--- src/design/pktt_pkg.sv ---
// ---------------------------------------------------------------------------
// Per-key top-track tracker package
// Widths, the black-key table and the top-track encoder shared by the block.
// ---------------------------------------------------------------------------
`timescale 1ns / 1ps
`default_nettype none

package pktt_pkg;

    localparam int NUM_TRACKS   = 64;
    localparam int NUM_KEYS     = 128;
    localparam int MASK_W       = 64;
    localparam int TRACK_W      = 6;
    localparam int KEY_W        = 7;
    localparam int KEY_IN_W     = 9;
    localparam int COLOR_W      = 7;
    localparam int COLOR_OFFSET = 2;
    localparam int KEY_MAX      = 127;

    localparam logic [COLOR_W-1:0] COLOR_WHITE = COLOR_W'(0);
    localparam logic [COLOR_W-1:0] COLOR_BLACK = COLOR_W'(1);

    typedef enum logic {
        ACT_NOTE_ON  = 1'b0,
        ACT_NOTE_OFF = 1'b1
    } t_action;

    typedef logic [MASK_W-1:0] t_mask;

    // Outcome of one event applied to a key's track mask.
    typedef struct packed {
        logic               write;
        t_mask              new_mask;
        logic               res_valid;
        logic [COLOR_W-1:0] color;
    } t_upd;

    function automatic logic [NUM_KEYS-1:0] build_black_keys();
        logic [NUM_KEYS-1:0] tbl;
        int                  pc;
        tbl = '0;
        for (int k = 0; k < NUM_KEYS; k++) begin
            pc = k % 12;
            tbl[k] = (pc == 1) || (pc == 3) || (pc == 6) || (pc == 8) || (pc == 10);
        end
        return tbl;
    endfunction

    localparam logic [NUM_KEYS-1:0] BLACK_KEYS = build_black_keys();

    // Index of the highest set bit; zero for an empty mask.
    function automatic logic [TRACK_W-1:0] top_track(input t_mask mask);
        logic [TRACK_W-1:0] t;
        t = '0;
        for (int i = 0; i < MASK_W; i++) begin
            if (mask[i]) begin
                t = TRACK_W'(i);
            end
        end
        return t;
    endfunction

endpackage

`default_nettype wire

--- src/design/pktt_update.sv ---
// ---------------------------------------------------------------------------
// Key mask update
// Applies one event to a key's track mask and decides the color result.
// ---------------------------------------------------------------------------
`timescale 1ns / 1ps
`default_nettype none

module pktt_update
    import pktt_pkg::*;
(
    input  wire                 i_action,
    input  wire [TRACK_W-1:0]   i_track,
    input  wire [KEY_W-1:0]     i_key,
    input  wire [MASK_W-1:0]    i_mask,
    output t_upd                o_upd
);

    t_mask              bit_sel;
    logic               held;
    logic               in_range;
    logic [TRACK_W-1:0] top_old;
    logic [TRACK_W-1:0] top_new;
    t_mask              set_mask;
    t_mask              clr_mask;

    assign in_range = (32'(i_track) < NUM_TRACKS) && (32'(i_track) < MASK_W);
    assign bit_sel  = t_mask'(1) << i_track;
    assign held     = |(i_mask & bit_sel);
    assign set_mask = i_mask | bit_sel;
    assign clr_mask = i_mask & ~bit_sel;
    assign top_old  = top_track(i_mask);
    assign top_new  = top_track(clr_mask);

    always_comb begin
        o_upd.write     = 1'b0;
        o_upd.new_mask  = i_mask;
        o_upd.res_valid = 1'b0;
        o_upd.color     = COLOR_W'(i_track) + COLOR_W'(COLOR_OFFSET);
        if (in_range) begin
            case (t_action'(i_action))
                ACT_NOTE_ON: begin
                    if (!held) begin
                        o_upd.write    = 1'b1;
                        o_upd.new_mask = set_mask;
                        // A new track under the current top changes nothing visible.
                        o_upd.res_valid = (i_mask == '0) || (top_old <= i_track);
                    end
                end
                ACT_NOTE_OFF: begin
                    if (held) begin
                        o_upd.write    = 1'b1;
                        o_upd.new_mask = clr_mask;
                        if (clr_mask == '0) begin
                            o_upd.res_valid = 1'b1;
                            o_upd.color     = BLACK_KEYS[i_key] ? COLOR_BLACK : COLOR_WHITE;
                        end else if (top_old == i_track) begin
                            o_upd.res_valid = 1'b1;
                            o_upd.color = COLOR_W'(top_new) + COLOR_W'(COLOR_OFFSET);
                        end
                    end
                end
                default: begin
                    o_upd.write = 1'b0;
                end
            endcase
        end
    end

endmodule

`default_nettype wire

--- config.mk ---
export PLATFORM = sky130hd
export DESIGN_NAME = pktt_update
export DESIGN_NICKNAME = d
export VERILOG_FILES = /design/src/design/pktt_pkg.sv /design/src/design/pktt_update.sv
export SDC_FILE = /design/constraint.sdc
export NUM_CORES = 1
export LEC_CHECK = 0
export BUFFER_PORTS_ARGS = -buffer_cell sky130_fd_sc_hd__clkbuf_2
export CORE_MARGIN = 3
export CORE_UTILIZATION = 60
export DETAILED_ROUTE_END_ITERATION = 8
export PLACE_DENSITY = 0.95
export SYNTH_ARGS = -nofsm -noshare
export SYNTH_HDL_FRONTEND = slang
export SYNTH_SLANG_ARGS = --single-unit
--- constraint.sdc ---
create_clock -name vclk -period 4.23
set_clock_uncertainty 0.1 [all_clocks]
set_input_delay 0 -clock vclk [all_inputs]
set_output_delay 0 -clock vclk [all_outputs]
set_load 0.005 [all_outputs]
Yosys cells after proc, flatten, opt, wreduce, memory -nomap -nowiden

Memories as Yosys holds them, arrays and structs flattened.
Index checks and enable logic that the tools add are counted.

Bits in registers: 0
Latch bits: 0
RAM bits: 0
Bits in read-only memories: 128
Input port bits: 78
Output and inout bits: 73
Logic and storage cells: 150
Memories kept: 1

Memory list:

| memory          | words | width | rd ports | clocked after Yosys merged registers in | wr ports | line              | text |
|---|---|---|---|---|---|---|---|
| (no name shown) | 128   | 1     | 1        | 0                                       | 0        | pktt_update.sv:55 | `o_upd.color = BLACK_KEYS[i_key] ? COLOR_BLACK : COLOR_WHITE;` |

Add/sub/neg operators: 2
Multiply operators: 0
Div/mod/pow operators: 0
Magnitude comparators: 2
Equal/unequal tests: 1
Shift operators: 1
Muxes and demuxes: 134
Bitwise gates (word level): 5
Reductions and logical operators: 4

Operators by type and width:

| cell                                                | count |
|---|---|
| 2-to-1 mux 6 bit                                    | 124 |
| case mux 66 bit (2 select lines)                    | 1 |
| AND 64 bit                                          | 2 |
| zero test 64 bit                                    | 2 |
| 2-to-1 mux 73 bit                                   | 1 |
| 2-to-1 mux 66 bit                                   | 1 |
| NOT 64 bit                                          | 1 |
| OR 64 bit                                           | 1 |
| OR reduction 64 bit                                 | 1 |
| left shift 1 x 6 -> 64 bit (first input constant)   | 1 |
| 2-to-1 mux 8 bit                                    | 2 |
| adder 6 x 2 -> 7 bit (second input constant)        | 2 |
| < comparator 7 x 8 -> 1 bit (second input constant) | 1 |
| 2-to-1 mux 7 bit                                    | 1 |
| equality test 6 bit                                 | 1 |
| <= comparator 6 bit                                 | 1 |
| 2-to-1 mux 1 bit                                    | 4 |
| logical OR 1 bit                                    | 1 |
| NOT 1 bit                                           | 1 |

Longest topological paths before layout

Gate-level depths: netlist of run 1.

Word-level depth: 71
Mapped depth: 17
Depth with buffers taken out: 16

Worst setup path after synthesis of run 1

No wires, ideal clock.

Path kind: input-to-output
Start: in i_mask[14]
End: out o_upd[6] (netlist name)
Arrival time: 2.658 ns
Required time: 4.130 ns
Path slack: 1.472 ns
Stages: 17
Path buffers: 1
Path through: clkbuf_1 -> nor4_1 -> o21ai_0 -> a31oi_1 -> o211ai_1 -> a21oi_1 -> nand2b_1 -> nand2_1 -> a31oi_1 -> o211ai_1 -> ha_1 -> nand4_1 -> nor2_1 -> inv_1 -> a211o_2 -> and3_1 -> a21o_1

RTL lines:

| what               | line              | text |
|---|---|---|
| start: declaration | pktt_update.sv:14 | `input wire [MASK_W-1:0] i_mask,` |
| end: declaration   | pktt_update.sv:15 | `output t_upd o_upd` |

==> run metrics, run 1 <==
status=completed; total of max-cap violations=0; Required @ worst endpoint=4.13 ns; Syn Nets=892; cts repair resizes=0; setup TNS=0 ns; Post-CTS Setup Repair Bufs=0; # IOs=151; post-synth cell types=87; RSZ-0062 raised after global routing=false; GRT Util Overall=45.8%; gr busiest metal=met2; count of flip-flops and latches=0; Final Net Count=994; final std cells w/o fill=1,008; final hold slack=0.287 ns; # setup viols final=0; Startpoint Class=input pin; Ant. Diodes=0; Final period util=90.9%; grt total ovfl=0; peak supply drop=0.0740 mV; synthesized instance count=806; Initial Util=63.1%; register area=0 um^2; WS Path Type=in -> out; dominant cells by area after synthesis=a31oi_1 (13%), a21oi_1 (8.1%), o21ai_0 (6.2%); DRC=0; Lkg Pwr=0.00220 uW; Routed Antenna Nets=0; hpwl dp=17,400 um; fin. max-slew vios=0; initial antenna violation count=0; Port Buffers=151; placed inst area=0.00561 mm^2; fmax=260 MHz; slew margin rel.=29.1%; Die H=97.1 um; synth warn=0; routed wire length=23,200 um; met2 Use GR=69.2%; area leader, netlist=a31oi_1; Pwr Density=105 mW/mm^2; met3 Usage GRT=8.83%; clkbuf count=0; M1 GR Usage=61.2%; final hold violation count=0; Tightest Pin Transition=1.06 ns; HP Class=in -> out; Worst Path Max Fanout=26; vias per cell=7.51; row count=32; global-route wire length before repair=35,900 um; vias in the first global route=6,564; die area=0.00942 mm^2; crit path time final=3.85 ns; top cell type's share of synthesized area=12.6%; Area growth syn-to-layout=12.7%; fin area=0.00561 mm^2; drt initial violations=1,260; Worst Setup End Kind=primary output; via count=7,569; ratio of cells with drive above 1 in the final layout=24.7%; crit path DAT=3.75 ns; RePlAce Congestion=1.11; Post-CTS Hold Buffers=0; DP Cell Count=1,008; synthesized cell area=0.00498 mm^2; Avg Cell Area, Syn=6.18 um^2; largest net degree at the start of global routing=67; Routed WL per cell=23.1 um; DR pass1 iterations=6; Die X=97.1 um; core region area=0.00789 mm^2; register area share after synthesis=0%
-- report_power, final --
part	switching (uW)	total [uW]	internal, uW
registers	0	0	0
logic	391	589	199
clock network	0	0	0
-- critical path, cell delays in order --
cell and delay [ns]:
clkbuf_2 0.37, nor3_2 0.97, a21boi_0 0.33, a221oi_1 0.33, o211ai_1 0.17, a21oi_1 0.18, o21ai_0 0.19, a31oi_1 0.39
a21o_1 0.22, ha_1 0.22, xnor2_1 0.08, o21ai_0 0.14, clkbuf_2 0.14
-- cells by family after synthesis --
group	synth area share [%]
simple gates	33.6
buf+inv	11.0
fa+ha+maj	2.41
mux	1.86
compound gates	50.1
xor+xnor	1.06
-- per-stage QoR --
step,utilization [%],total power [uW],setup WS [ns]
2_1_floorplan,-,363,1.47
3_3_place_gp,71.1,559,0.599
3_5_place_dp,71.1,561,0.591
4_1_cts,71.1,564,0.572
5_1_grt,71.1,627,0.130
6_report,71.1,589,0.384
-- final timing paths --
kind / depth (start not counted) / endpoint / from
hold / removal: 4 / o_upd[31] / i_mask[23]
setup / recovery: 13 / o_upd[3] / i_track[4]
-- cell usage in the layout (no fill, tap or decap), types with 6 or more instances in the layout --
cell type,instances
clkbuf_2,151
a31oi_1,100
a21oi_1,81
nor2_1,78
nand2_1,62
o21ai_0,62
nor3_1,40
inv_1,28
buf_4,21
o211ai_1,16
nand3_1,15
o21ai_1,15
nor4_1,14
o31ai_1,10
nor2b_1,9
a21boi_0,8
ha_1,8
mux2i_1,7
a221oi_1,7
nand4_1,6
nand2b_1,6
or3b_1,6
o311ai_0,6
a22oi_1,6
-- synth_stat cells (9+ instances only) --
master	number
nor3_1	40
nor2b_1	9
clkbuf_1	41
a21oi_1	81
inv_1	28
o21ai_1	15
o21ai_0	62
nor2_1	78
nand3_1	15
o211ai_1	16
nand2_1	62
buf_2	11
o31ai_1	10
a31oi_1	100
nor4_1	14
buf_6	16
-- routing by layer --
| metal | routed length (um) | share of wire, % |
|---|---|---|
| met3 | 3620 | 16 |
| met4 | 1580 | 6.8 |
| met2 | 9620 | 41 |
| met5 | 0 | 0 |
| met1 | 8430 | 36 |
-- layout make-up --
type                       instances  area, um^2
multi-input combinational        703        4440
inverter                          30         113
timing repair buffer             173         933
fill                             756        2280
tap                              102         128
Power figures use the tool's default switching activity.
==> run 2: changes to the inputs <==
- CORE_UTILIZATION: 60 -> 35
- PLACE_DENSITY: 0.95 -> 0.57
==> run 2 against run 1 <==
Worst setup slack lost 0.098 ns. Global-route usage shrank 17 points. Highest routed layer unchanged. Critical endpoint is now o_upd[5]. Largest cell class unchanged. Flip-flop and latch count is the same. Combinational power shrank 0.7%. Power shrank 0.84%. Wire length grew 4.8%. Via count shrank 2.8%.
==> run metrics, run 2 (synthesized netlist as in run 1, its figures left out) <==
status=completed; Ant. Diodes=0 (unchanged); Crit-path slowest cell=nor3_2; Die H=125 um (+29%); die area=0.0157 mm^2 (+66%); cts repair resizes=0 (unchanged); Initial Util=36.7% (-26 points); drt initial violations=975 (-23%); peak supply drop=0.0479 mV (-35%); fin. max-slew vios=0 (unchanged); vias in the first global route=6,631 (+1.0%); slew margin rel.=27.0% (-2.1 points); Routed Antenna Nets=0 (unchanged); # setup viols final=0 (unchanged); CP delay by family, top=compound AO/OA/AOI/OAI gates; Pwr Density=103 mW/mm^2 (-2.4%); Post-CTS Setup Repair Bufs=0 (unchanged); Worst Path Max Fanout=25 (-3.8%); Worst Setup End Kind=primary output; initial antenna violation count=0 (unchanged); Required @ worst endpoint=4.13 ns (about the same); count of flip-flops and latches=0 (unchanged); setup TNS=0 ns (unchanged); Final Util=42.0% (-29 points); clkbuf count=0 (unchanged); Final Net Count=993 (-0.10%); hpwl dp=18,600 um (+6.9%); RSZ-0062 raised after global routing=false; ratio of cells with drive above 1 in the final layout=24.8% (+0.027 points); Worst Slack Setup Final=0.286 ns (-0.0983 ns); routed wire length=24,300 um (+4.8%); WS Path Type=in -> out; Area growth syn-to-layout=14.5%; Port Buffers=151 (unchanged); crit-path cells=clkbuf_2, nor3_2, a21boi_0, a221oi_1, o211ai_1, a21oi_1, o21ai_0, a31oi_1, a21o_1, ha_1, a31oi_1, o21ai_1, clkbuf_2; overall power=585 uW (-0.84%); core region area=0.0136 mm^2 (+72%); critical path launch point=i_track[3]; Crit path depth=13 (unchanged); Routed WL per cell=22.5 um (-2.3%); total of max-cap violations=0 (unchanged); Tightest Pin Transition=1.09 ns (+0.0320 ns); Place WS=0.478 ns (-0.114 ns); Final period util=93.3% (+2.3 points); CP bufs+invs=2 (unchanged); Setup crit end=o_upd[5]; Die X=125 um (+29%); critical path's largest stage delay=0.99 ns (+0.02 ns); final hold violation count=0 (unchanged); Post-CTS Hold Buffers=0 (unchanged); row count=42 (+31%); crit path time final=3.94 ns (+0.0983 ns); grt total ovfl=0 (unchanged); crit path DAT=3.84 ns (+0.09 ns); vias per cell=6.81 (-9.4%); # IOs=151 (unchanged); fmax=254 MHz (-2.5%); commonest non-fill, non-tap cell in the layout=clkbuf_2; DRC=0 (unchanged); global-route wire length before repair=37,500 um (+4.5%); RePlAce Congestion=1.07 (-2.9%); via count=7,357 (-2.8%); HP Class=in -> out; Lkg Pwr=0.00220 uW (-0.15%); commonest non-fill, non-tap cells in the layout=clkbuf_2 (151), a31oi_1 (100), a21oi_1 (81); GRT Util Overall=28.8% (-17 points); DR pass1 iterations=6 (unchanged); register area=0 um^2 (unchanged); Fillers=1,513 (+100%); largest net degree at the start of global routing=66 (-1.5%); Startpoint Class=input pin
run 2: worst min path at each step:
stage | end | start | cells past startpoint
after floorplan | o_upd[39] | i_mask[31] | 2
final | o_upd[31] | i_mask[23] | 4
after detailed placement | o_upd[31] | i_mask[23] | 4
after global routing | o_upd[15] | i_mask[7] | 4
after global placement | o_upd[31] | i_mask[23] | 4
after CTS | o_upd[31] | i_mask[23] | 4
run 2: cell type report:
type / instances / area (um^2) / area share (%)
timing repair buffer: 172 / 926 / 16.2
tap: 176 / 220 / 3.86
inverter: 30 / 113 / 1.98
multi-input combinational: 703 / 4440 / 77.9
run 2: metrics by stage:
stage | hold slack [ns] | std cells | instance area [um^2]
after global placement | 0.269 | 1081 | 5700
after detailed placement | 0.281 | 1081 | 5700
after CTS | 0.282 | 1081 | 5700
after global routing | 0.326 | 1081 | 5700
final | 0.288 | 1081 | 5700
after floorplan | 0.0481 | 806 | 4980
run 2: power by group:
group | switching [uW] | internal, uW
sequential | 0 | 0
combinational | 389 | 195
clock | 0 | 0
run 2: routing by layer:
layer	global-route usage, %	part of all wire [%]	vias up
met2	42.5	41	549
met3	5.33	12	80
li1	-	-	3372
met1	41.2	42	3356
met4	11.7	4.7	0
met5	0	0	-
