==> config.mk <==
export PLATFORM = sky130hd
export DESIGN_NAME = pktt_ram
export DESIGN_NICKNAME = d
export VERILOG_FILES = /design/src/design/pktt_ram.sv
export SDC_FILE = /design/constraint.sdc
export NUM_CORES = 1
export LEC_CHECK = 0
export CAP_MARGIN = 5
export CORE_ASPECT_RATIO = 1.2
export CORE_MARGIN = 1.5
export CORE_UTILIZATION = 38
export DETAILED_ROUTE_END_ITERATION = 8
export DONT_BUFFER_PORTS = 1
export MAX_ROUTING_LAYER = met4
export PLACE_DENSITY = 0.58
export SYNTH_ARGS = -nofsm -noshare
export SYNTH_HDL_FRONTEND = slang
export SYNTH_SLANG_ARGS = --single-unit
==> constraint.sdc <==
create_clock -name i_clk -period 5.2 [get_ports i_clk]
set_input_delay 1.3 -clock i_clk [delete_from_list [all_inputs] [get_ports i_clk]]
set_output_delay 1.3 -clock i_clk [all_outputs]
set_load 0.05 [all_outputs]
==> src/design/pktt_ram.sv <==
// ---------------------------------------------------------------------------
// Generic RAM
// One write port and one read port with registered read data.
// ---------------------------------------------------------------------------
`timescale 1ns / 1ps
`default_nettype none

module pktt_ram #(
    parameter int WIDTH = 8,
    parameter int DEPTH = 16
) (
    input  wire                     i_clk,
    input  wire                     i_we,
    input  wire [$clog2(DEPTH)-1:0] i_waddr,
    input  wire [WIDTH-1:0]         i_wdata,
    input  wire                     i_re,
    input  wire [$clog2(DEPTH)-1:0] i_raddr,
    output logic [WIDTH-1:0]        o_rdata
);

    logic [WIDTH-1:0] r_mem [DEPTH];
    logic [WIDTH-1:0] r_rdata;

    always_ff @(posedge i_clk) begin
        if (i_we) begin
            r_mem[i_waddr] <= i_wdata;
        end
        if (i_re) begin
            r_rdata <= r_mem[i_raddr];
        end
    end

    assign o_rdata = r_rdata;

endmodule

`default_nettype wire

* Yosys cells after proc, flatten, opt, wreduce, memory -nomap -nowiden
Memories as Yosys holds them, arrays and structs flattened. A register that Yosys moved wholly into a read port is not among the register bits.
Index checks and enable logic that the tools add are counted.
** Operators by class
- Divide/modulo/power cells :: 0
- Reductions and logical operators :: 0
- Shift operators :: 0
- Multiply operators :: 0
- Add/subtract/negate cells :: 0
- $lt $le $gt $ge :: 0
- Equal/unequal tests :: 0
- Bitwise gates (word level) :: 0
- Mux-type cells :: 2
** Operator list (number)
- $mux 1 :: 2
** Storage, ports and cells
- Register bits :: 0
- Memories kept :: 1
- Latch bits :: 0
- ROM bits :: 0
- Output and inout port bits :: 8
- Input port bits :: 19
- Logic and storage cells :: 3
- Memory bits (writable) :: 128
** Memories
- r_mem :: depth 16, width 8, rd ports 1, clocked after memory_dff 1, write ports 1, RTL line 21 : logic [WIDTH-1:0] r_mem [DEPTH];

* Logic depth before layout (Yosys ltp)
Gate-level depths: netlist (run 1).
- Word-level depth :: 2
- Mapped depth :: 5
- Depth with buffers taken out :: 3

* Least setup slack after synthesis (run 1)
OpenSTA, ideal clock, no wires.
- Path type :: input port to flip-flop
- From :: input i_waddr[2]
- To :: memory r_mem[0][0], enable pin
- Data required time :: 4.817 ns
- Cell stages on the path :: 2
- Buffers on the path :: 0
- Arrival :: 2.410 ns
- Setup time :: 0.383 ns
- Slack :: 2.407 ns
- Cells stage by stage :: or3b_2 -> nor3_1
** RTL lines
- start: declaration :: RTL line 14 : input wire [$clog2(DEPTH)-1:0] i_waddr,
- end: declaration :: RTL line 21
Straight into the memory's write port.

* Worst setup path in the final report (run 1)
- From :: input i_waddr[2]
- To :: memory r_mem[0][1], enable pin
Straight into the memory's write port.

==> flow_summary_export.csv, run 1 <==
group,metric,value,unit
timing,finalClockSkew,0.00534,ns
global_routing,grt_pass1_wl,14600,um
floorplanning,ioPinCount,27,
critical_path,crit_path_max_incr_delay,0.86,ns
cts,ctsResizeCount,0,
timing,drv_slew,0,
detailed_routing,viasPerCell,5.42,
detailed_routing,ant_nets,0,
yosys,yosysTopAreaCellShare,78.1,%
timing,period_needed,2.63,ns
yosys,yosysWarnings,0,
global_routing,first_global_vias,2423,
cts,cts_tree,"yes",
worst_hold_path,hp-class,"reg -> reg",
cts,cts.sinks,136,
yosys,synth_nets,248,
layout,nets,260,
global_routing,grt_max_degree,33,
detailed_routing,drt-initial-drc-count,224,
place,post_dp_cell_area,5370,um2
cts,clkSlewWorstSetupHoldPaths,0.06,ns
critical_path,crit_slowest_cell,"nor3_1",
layout,stdcell_area,5960,um2
critical_path,crit_buf_inv,0,
cts,clk-insertion-delay-late,0.41,ns
global_routing,grt_use_total,15.2,%
cts,numCtsBuffers,17,
floorplanning,num_rows,46,
timing,rsz0062_at_grt,"false",
critical_path,path_class,"in -> reg",
floorplanning,dieHeight,131,um
cts,cts-root-buf,"clkbuf_16",
timing,relSlewSlack,26.2,%
global_routing,grt_remaining_overflow,0,
yosys,synth-seq-cells,136,
floorplanning,die_w,110,um
yosys,syn_area_per_cell,22.8,um2
pwr,power_leakage,1.91,nW
layout,syn2layout_area_growth,14.0,%
critical_path,cp-start-kind,"input pin",
global_routing,antenna_found_initial,0,
yosys,synth_area_leaders,"edfxtp_1 (78%), mux4_2 (7.8%), mux4_1 (7.0%)",
yosys,netlist_instances,229,
critical_path,crit_family,"simple AND/OR/NAND/NOR gates",
layout,multi_input_area,1060,um2
yosys,synth_largest_area_cell,"edfxtp_1",
place,gp_congestion,0.719,
cts,cts_hold_buf,0,
yosys,synth_cell_type_count,18,
timing,finalSetupViolCount,0,
timing,fmax,0.381,GHz
critical_path,required,5.23,ns
cts,cts.path.max_buffers,2,
timing,hold_viol,0,
place,io_buffers,0,
critical_path,crit_chain,"or3b_2 > nor3_1",
detailed_routing,vias,2289,
layout,fillers,1156,
place,dp_hpwl,5950,um
timing,tightest_slew,1.10,ns
status,status,"finished clean",
place,pre_cts_ws,2.14,ns
timing,tns,0,ns
critical_path,crit_path_end_kind,"register",
yosys,synth_area,5230,um2
critical_path,crit_fanout,8,
floorplanning,start_util,39.1,%
layout,drive_gt1_share,20.5,%
layout,diodes,0,
detailed_routing,wl,9580,um
detailed_routing,wl_per_cell,22.7,um
critical_path,crit_arrival,2.65,ns
timing,fin_ws,2.57,ns
cts,cts_setup_buffers,0,
layout,final_common_cell,"edfxtp_1",
cts,h-tree-depth,4,
pwr,irDropWorstVdd,0.198,mV
run,cap_violations,0,
detailed_routing,drcViolationCount,0,
detailed_routing,drt_pass1_iterations,4,
floorplanning,die-area,14500,um2
yosys,seq_area_frac_synth,78.1,%
timing,fin_crit_sh,50.5,%
layout,final_cell_mix,"edfxtp_1 (136), mux4_2 (18), clkbuf_16 (17)",
floorplanning,core,13400,um2
pwr,cellPowerDensity,419,nW/um2
layout,seqCellArea,4080,um2
[cell usage after synthesis, drive strengths merged]
master,instances
edfxtp,136
mux4,32
a22oi,16
nor2,13
nand2,9
buf,7
nor3,4
clkdlybuf4s25,3
nand2b,2
nand3b,2
and2,1
and2b,1
nand3,1
nor2b,1
or3b,1
[path summary, 6_finish.rpt]
kind	start	to	slack (ns)	cells after the start
hold reg to reg	r_mem[14][0]	o_rdata[0]	0.76	3
setup reg to reg	r_mem[1][5]	o_rdata[5]	3.66	3
hold / removal	r_mem[14][0]	o_rdata[0]	0.76	3
setup / recovery	i_waddr[2]	r_mem[0][1]	2.57	2
[through the flow]
stage	instances	hold WS [ns]	power (mW)	util, %
after floorplan	229	0.705	1.34	-
after global placement	390	0.734	1.35	40.2
after detailed placement	390	0.742	1.35	40.2
after CTS	422	0.756	2.52	44.6
after global routing	422	0.807	2.57	44.6
final	422	0.759	2.50	44.6
[metal layers]
metal | wire (um) | global-route usage [%] | vias up
li1 | - | - | 1010
met1 | 4060 | 20.4 | 1195
met2 | 4800 | 21.5 | 74
met3 | 605 | 4.51 | 10
met4 | 121 | 6.71 | 0
met5 | 0 | - | -
[sequential cells by signal, indices dropped and copies added (netlist names)]
name     cells
o_rdata      8
r_mem      128
[report_power, final]
group / total [mW] / internal (mW) / switching [mW]
clock network: 1.17 / 0.744 / 0.427
registers: 1.26 / 1.24 / 0.0249
logic: 0.0649 / 0.0350 / 0.0298
[cells by family (layout without fill, tap and decap cells)]
group	count (synthesis)	count (layout)	synth area share (%)
simple gates	35	35	3.14
flops	136	136	78.1
compound gates	16	16	2.30
buf+inv	10	35	1.65
mux	32	32	14.8
[cell type report]
type                    instances  area share (%)
flip-flops and latches        136            68.5
clock buffers                  17            7.14
multi-input cells              83            17.7
well taps                     168            3.53
clock inverters                15            2.69
repair buffers                  3           0.378
(Power assumes the default switching activity.)
==> run 2, diff against run 1 <==
--- a/config.mk
+++ b/config.mk
@@ -12,7 +12,7 @@
 export DETAILED_ROUTE_END_ITERATION = 8
 export DONT_BUFFER_PORTS = 1
 export MAX_ROUTING_LAYER = met4
-export PLACE_DENSITY = 0.58
+export PLACE_DENSITY = 0.6
 export SYNTH_ARGS = -nofsm -noshare
 export SYNTH_HDL_FRONTEND = slang
 export SYNTH_SLANG_ARGS = --single-unit
==> constraint.sdc (replaced) <==
create_clock -name i_clk -period 2.4 [get_ports i_clk]
set_input_delay 0.6 -clock i_clk [delete_from_list [all_inputs] [get_ports i_clk]]
set_output_delay 0.6 -clock i_clk [all_outputs]
set_load 0.05 [all_outputs]
==> run 2 against run 1 <==
Against the previous run: utilization grew 0.81 points; largest cell class unchanged; routed wire length grew 2.1%; final area grew 1.8%; critical path depth shrank 2; final cell count grew 3.6%.
==> flow_summary_export.csv, run 2 (synthesized netlist as in run 1, its figures left out) <==
group,metric,value,unit
status,status,"finished clean",
cts,cts_hold_buf,0,
cts,cts_tree,"yes",
layout,syn2layout_area_growth,16.1,%
pwr,irDropWorstVdd,0.460,mV
global_routing,grt_pass1_wl,14700,um
layout,drive_gt1_share,25.3,%
pwr,internal_power,4.29,mW
cts,ctsResizeCount,0,
global_routing,first_global_vias,2492,
worst_hold_path,hp-class,"in -> reg",
detailed_routing,top_layer_used,"met4",
cts,clk-insertion-delay-late,0.41,ns
cts,cts.path.max_buffers,2,
place,dp_cells,405,
pwr,power_leakage,1.97,nW
detailed_routing,viasPerCell,5.41,
layout,fillers,1160,
cts,cts.sinks,136,
layout,regMostFlops,"r_mem",
detailed_routing,ant_nets,0,
global_routing,grt_max_degree,33,
place,gp_congestion,0.755,
place,io_buffers,0,
pwr,p_sw,1.09,mW
critical_path,path_class,"reg -> out",
detailed_routing,wl,9780,um
layout,stdcell_count,437,
critical_path,required,1.80,ns
timing,tns,0,ns
detailed_routing,wl_per_cell,22.4,um
critical_path,crit_arrival,1.05,ns
global_routing,antenna_found_initial,0,
detailed_routing,drt-initial-drc-count,196,
cts,cts-root-buf,"clkbuf_16",
detailed_routing,drcViolationCount,0,
floorplanning,die_w,110,um
cts,numCtsBuffers,17,
critical_path,crit_path_end_kind,"output port",
detailed_routing,wl_met3,587,um
timing,fin_crit_sh,68.9,%
cts,cts_setup_buffers,0,
timing,drv_slew,0,
layout,largest_reg_flops,128,
pwr,p_seq_share,50.8,%
cts,h-tree-depth,4,
detailed_routing,wl_met2,4910,um
place,dp_hpwl,6080,um
floorplanning,dieHeight,131,um
detailed_routing,vias,2362,
timing,finalSetupViolCount,0,
timing,hold_viol,0,
timing,relSlewSlack,54.5,%
global_routing,grt_use_total,15.2,%
critical_path,cp-start-kind,"register",
pwr,p_clk_share,46.5,%
layout,nets,275,
detailed_routing,drt_pass1_iterations,5,
pwr,cellPowerDensity,887,nW/um2
global_routing,grt_remaining_overflow,0,
critical_path,crit_fanout,1,
floorplanning,ioPinCount,27,
timing,period_needed,1.65,ns
layout,diodes,0,
timing,finalClockSkew,0.00714,ns
timing,fmax,0.605,GHz
detailed_routing,wl_met1,4110,um
pwr,p_comb_share,2.7,%
floorplanning,die-area,14500,um2
layout,final_common_cell,"edfxtp_1",
pwr,sw_frac_of_total,20.2,%
floorplanning,core,13400,um2
cts,clkSlewWorstSetupHoldPaths,0.06,ns
floorplanning,num_rows,46,
layout,final_cell_mix,"edfxtp_1 (136), mux4_2 (18), buf_4 (18)",
floorplanning,start_util,39.1,%
timing,tightest_slew,0.681,ns
timing,rsz0062_at_grt,"false",
run,cap_violations,0,
-- run 2: changes by cell type in the layout (fill, tap and decap cells not counted), sizes merged --
cell | before | now
clkbuf | 17 | 18
clkinvlp | 2 | 5
inv | 0 | 2
clkinv | 10 | 5
buf | 3 | 18
bufinv | 3 | 2
-- run 2: per-layer routing --
metal | global-route usage [%] | vias to the layer above
met2 | 22.6 | 77
met1 | 19.5 | 1231
met5 | - | -
met4 | 6.49 | 0
li1 | - | 1040
met3 | 4.41 | 14
-- run 2: area by class of cell --
cell class                      instances  area, um2  share of cell area [%]
Tap cell                              168        210                    3.46
Sequential cell                       136       4080                    67.3
Clock inverter                         14        151                    2.50
Clock buffer                           18        429                    7.07
Multi-Input combinational cell         83       1060                    17.4
Timing Repair Buffer                   18        135                    2.23
-- run 2: worst paths after layout --
kind / start / to / slack [ns] / depth (start not counted)
setup / recovery: o_rdata[1] / o_rdata[1] / 0.75 / 0
hold reg to reg: r_mem[15][4] / o_rdata[4] / 0.75 / 3
setup reg to reg: r_mem[2][2] / o_rdata[2] / 0.85 / 3
hold / removal: i_wdata[5] / r_mem[4][5] / 0.28 / 0
-- run 2: stage by stage --
step	hold WS (ns)	total power [mW]	util, %	area [um2]	worst slack [ns]
4_1_cts	0.266	5.43	45.4	6070	0.721
3_5_place_dp	0.700	2.93	41.1	5490	0.544
6_report	0.284	5.38	45.4	6070	0.747
3_3_place_gp	0.700	2.93	41.1	5490	0.556
5_1_grt	0.264	5.53	45.4	6070	0.707
2_1_floorplan	0.699	2.91	-	5230	0.307
-- run 2: power by group through the flow --
stage          combinational [mW]  sequential (mW)  clock (mW)
2_1_floorplan               0.135             2.78           0
3_3_place_gp                0.147             2.78           0
3_5_place_dp                0.149             2.78           0
4_1_cts                     0.149             2.73        2.54
5_1_grt                     0.158             2.74        2.64
6_report                    0.147             2.73        2.50
==> run 3, diff against run 2 <==
--- a/config.mk
+++ b/config.mk
@@ -5,6 +5,7 @@
 export SDC_FILE = /design/constraint.sdc
 export NUM_CORES = 1
 export LEC_CHECK = 0
+export ABC_AREA = 1
 export CAP_MARGIN = 5
 export CORE_ASPECT_RATIO = 1.2
 export CORE_MARGIN = 1.5
@@ -12,7 +13,7 @@
 export DETAILED_ROUTE_END_ITERATION = 8
 export DONT_BUFFER_PORTS = 1
 export MAX_ROUTING_LAYER = met4
-export PLACE_DENSITY = 0.6
+export PLACE_DENSITY = 0.58
 export SYNTH_ARGS = -nofsm -noshare
 export SYNTH_HDL_FRONTEND = slang
 export SYNTH_SLANG_ARGS = --single-unit
==> constraint.sdc (replaced) <==
create_clock -name i_clk -period 1.6 [get_ports i_clk]
set_input_delay 0.4 -clock i_clk [delete_from_list [all_inputs] [get_ports i_clk]]
set_output_delay 0.4 -clock i_clk [all_outputs]
set_load 0.05 [all_outputs]
==> run 3 against run 2 <==
Against the previous run: sequential cell count unchanged; routed wire length up 31%; synthesized cell count increased by 140%; worst setup slack got worse by 0.66 ns; final cell count up 79%; critical path type unchanged; critical endpoint is now o_rdata[2]; highest routed layer unchanged.
==> flow_summary_export.csv, run 3 <==
group,metric,value,unit
status,status,"finished clean",
detailed_routing,vias,3677,
pwr,p_sw,1.80,mW
pwr,power_leakage,2.82,nW
yosys,yosysTopAreaCellShare,69.8,%
global_routing,grt_max_degree,66,
timing,hold_viol,0,
cts,ctsResizeCount,0,
critical_path,required,1.20,ns
yosys,synth_area_leaders,"edfxtp_1 (70%), nand2_1 (11%), nand3_1 (8.3%)",
yosys,synth_commonest_cells,"nand2_1 (173), edfxtp_1 (136), inv_1 (100), nand3_1 (97), nor2_1 (17)",
floorplanning,start_util,38.9,%
timing,fmax,0.662,GHz
yosys,synth_top_family_by_area,"simple AND/OR/NAND/NOR gates",
pwr,p_seq_share,49.7,%
layout,diodes,0,
global_routing,first_global_vias,3585,
timing,rsz0062_at_grt,"false",
global_routing,grtUsageMet2,26.6,%
yosys,synth-compound-area-share,0,%
yosys,synthSimpleGateAreaFrac,20.8,%
layout,stdcell_count,784,
timing,relSlewSlack,60.7,%
layout,regMostFlops,"r_mem",
layout,drive_gt1_share,9.31,%
cts,h-tree-depth,4,
layout,largest_reg_flops,128,
global_routing,grt_util_met3,4.06,%
floorplanning,num_rows,49,
timing,drv_slew,0,
cts,cts.sinks,136,
timing,period_needed,1.51,ns
run,cap_violations,0,
yosys,synth-xor-area-share,0,%
global_routing,grt-busiest-layer,"met2",
pwr,internal_power,6.43,mW
cts,clk-insertion-delay-late,0.41,ns
detailed_routing,ant_nets,0,
cts,cts_hold_buf,0,
pwr,p_clk_share,46.2,%
pwr,sw_frac_of_total,21.9,%
critical_path,cp-start-kind,"register",
floorplanning,core,15000,um2
yosys,synth_nets,570,
detailed_routing,drcViolationCount,0,
pwr,irDropWorstVdd,0.704,mV
yosys,netlist_instances,551,
critical_path,crit_path_end_kind,"output port",
timing,finalSetupViolCount,0,
global_routing,antenna_found_initial,0,
floorplanning,ioPinCount,27,
floorplanning,die_w,116,um
yosys,synth-seq-cells,136,
yosys,synthArstFlopShare,0,%
place,io_buffers,0,
place,gp_congestion,0.847,
cts,cts.path.max_buffers,2,
pwr,total_power,8.23,mW
timing,fin_crit_sh,94.4,%
floorplanning,die-area,16100,um2
global_routing,grt_pass1_wl,20200,um
yosys,ys.flop_type,"edfxtp_1",
floorplanning,dieHeight,139,um
critical_path,regToRegSetupSlack,0.39,ns
worst_hold_path,hp-class,"in -> reg",
cts,numCtsBuffers,17,
global_routing,grt_use_total,17.6,%
pwr,cellPowerDensity,1230,nW/um2
yosys,synth_largest_area_cell,"edfxtp_1",
layout,syn2layout_area_growth,14.5,%
yosys,synth_mux_area_share,0,%
yosys,synth_cell_type_count,11,
detailed_routing,viasPerCell,4.69,
yosys,syn_area_per_cell,10.6,um2
yosys,synth_fa_ha_area_share,0,%
timing,tns,0,ns
critical_path,crit_arrival,1.11,ns
critical_path,crit_fanout,1,
layout,nets,586,
detailed_routing,wl_per_cell,16.4,um
cts,clkSlewWorstSetupHoldPaths,0.06,ns
place,dp_hpwl,8120,um
yosys,synth_area,5850,um2
layout,final_common_cell,"nand2_1",
detailed_routing,drt_pass1_iterations,5,
cts,cts-root-buf,"clkbuf_16",
yosys,synth_edf_count,136,
layout,fin_util,44.6,%
pwr,p_comb_share,4.1,%
layout,final_cell_mix,"nand2_1 (173), edfxtp_1 (136), inv_1 (100)",
yosys,yosysWarnings,0,
timing,finalClockSkew,0.00537,ns
place,dp_cells,752,
global_routing,grt_remaining_overflow,0,
cts,cts_setup_buffers,0,
global_routing,met1_usage,23.0,%
yosys,synth.most_common_cell,"nand2_1",
cts,cts_tree,"yes",
yosys,seq_area_frac_synth,69.8,%
timing,tightest_slew,0.588,ns
detailed_routing,drt-initial-drc-count,265,
critical_path,path_class,"reg -> out",
detailed_routing,wl,12800,um
[run 3: changes by cell type after synthesis, sizes merged, moves of 3 or more]
cell / change
nor3: -4
buf: +17
nand2: +164
clkdlybuf4s25: -3
a22oi: -16
nor2: +4
inv: +102
mux4: -32
nand3: +96
[run 3: logic make-up after synthesis]
family / count (synthesis)
buffers and inverters: 126
flip-flops: 136
AND/OR/NAND/NOR: 289
[run 3: metrics by stage]
step                      cell area [um2]  worst slack [ns]  hold WS, ns
after CTS                            6700            0.0708       0.0651
after global placement               6120            0.0751        0.500
after detailed placement             6120            0.0751        0.500
after global routing                 6700            0.0631       0.0538
after floorplan                      5850             0.249        0.499
final                                6700            0.0890       0.0782
[run 3: cell type report]
| class | instances | area [um2] |
|---|---|---|
| fillers | 1372 | 8320 |
| flip-flops and latches | 136 | 4080 |
| multi-input cells | 289 | 1210 |
| clock buffers | 17 | 425 |
| inverters | 102 | 383 |
| well taps | 204 | 255 |
| repair buffers | 21 | 183 |
| clock inverters | 15 | 153 |
[run 3: final timing paths]
| check | start | depth (start not counted) | to |
|---|---|---|---|
| setup reg to reg | r_mem[5][1] | 6 | o_rdata[1] |
| hold reg to reg | r_mem[6][7] | 6 | o_rdata[7] |
| hold / removal | i_wdata[1] | 0 | r_mem[4][1] |
| setup / recovery | o_rdata[2] | 0 | o_rdata[2] |
[run 3: power groups by stage]
stage	clock, mW	sequential (mW)	combinational (mW)
floorplan	0	4.17	0.281
finish	3.80	4.09	0.337
CTS	3.85	4.09	0.339
global route	4.01	4.09	0.378
detailed placement	0	4.16	0.336
global placement	0	4.16	0.334
[run 3: metal layers]
layer	share of wire [%]	wire, um
met4	1.6	209
met2	48	6150
met5	0	0
met1	45	5800
met3	5.2	663
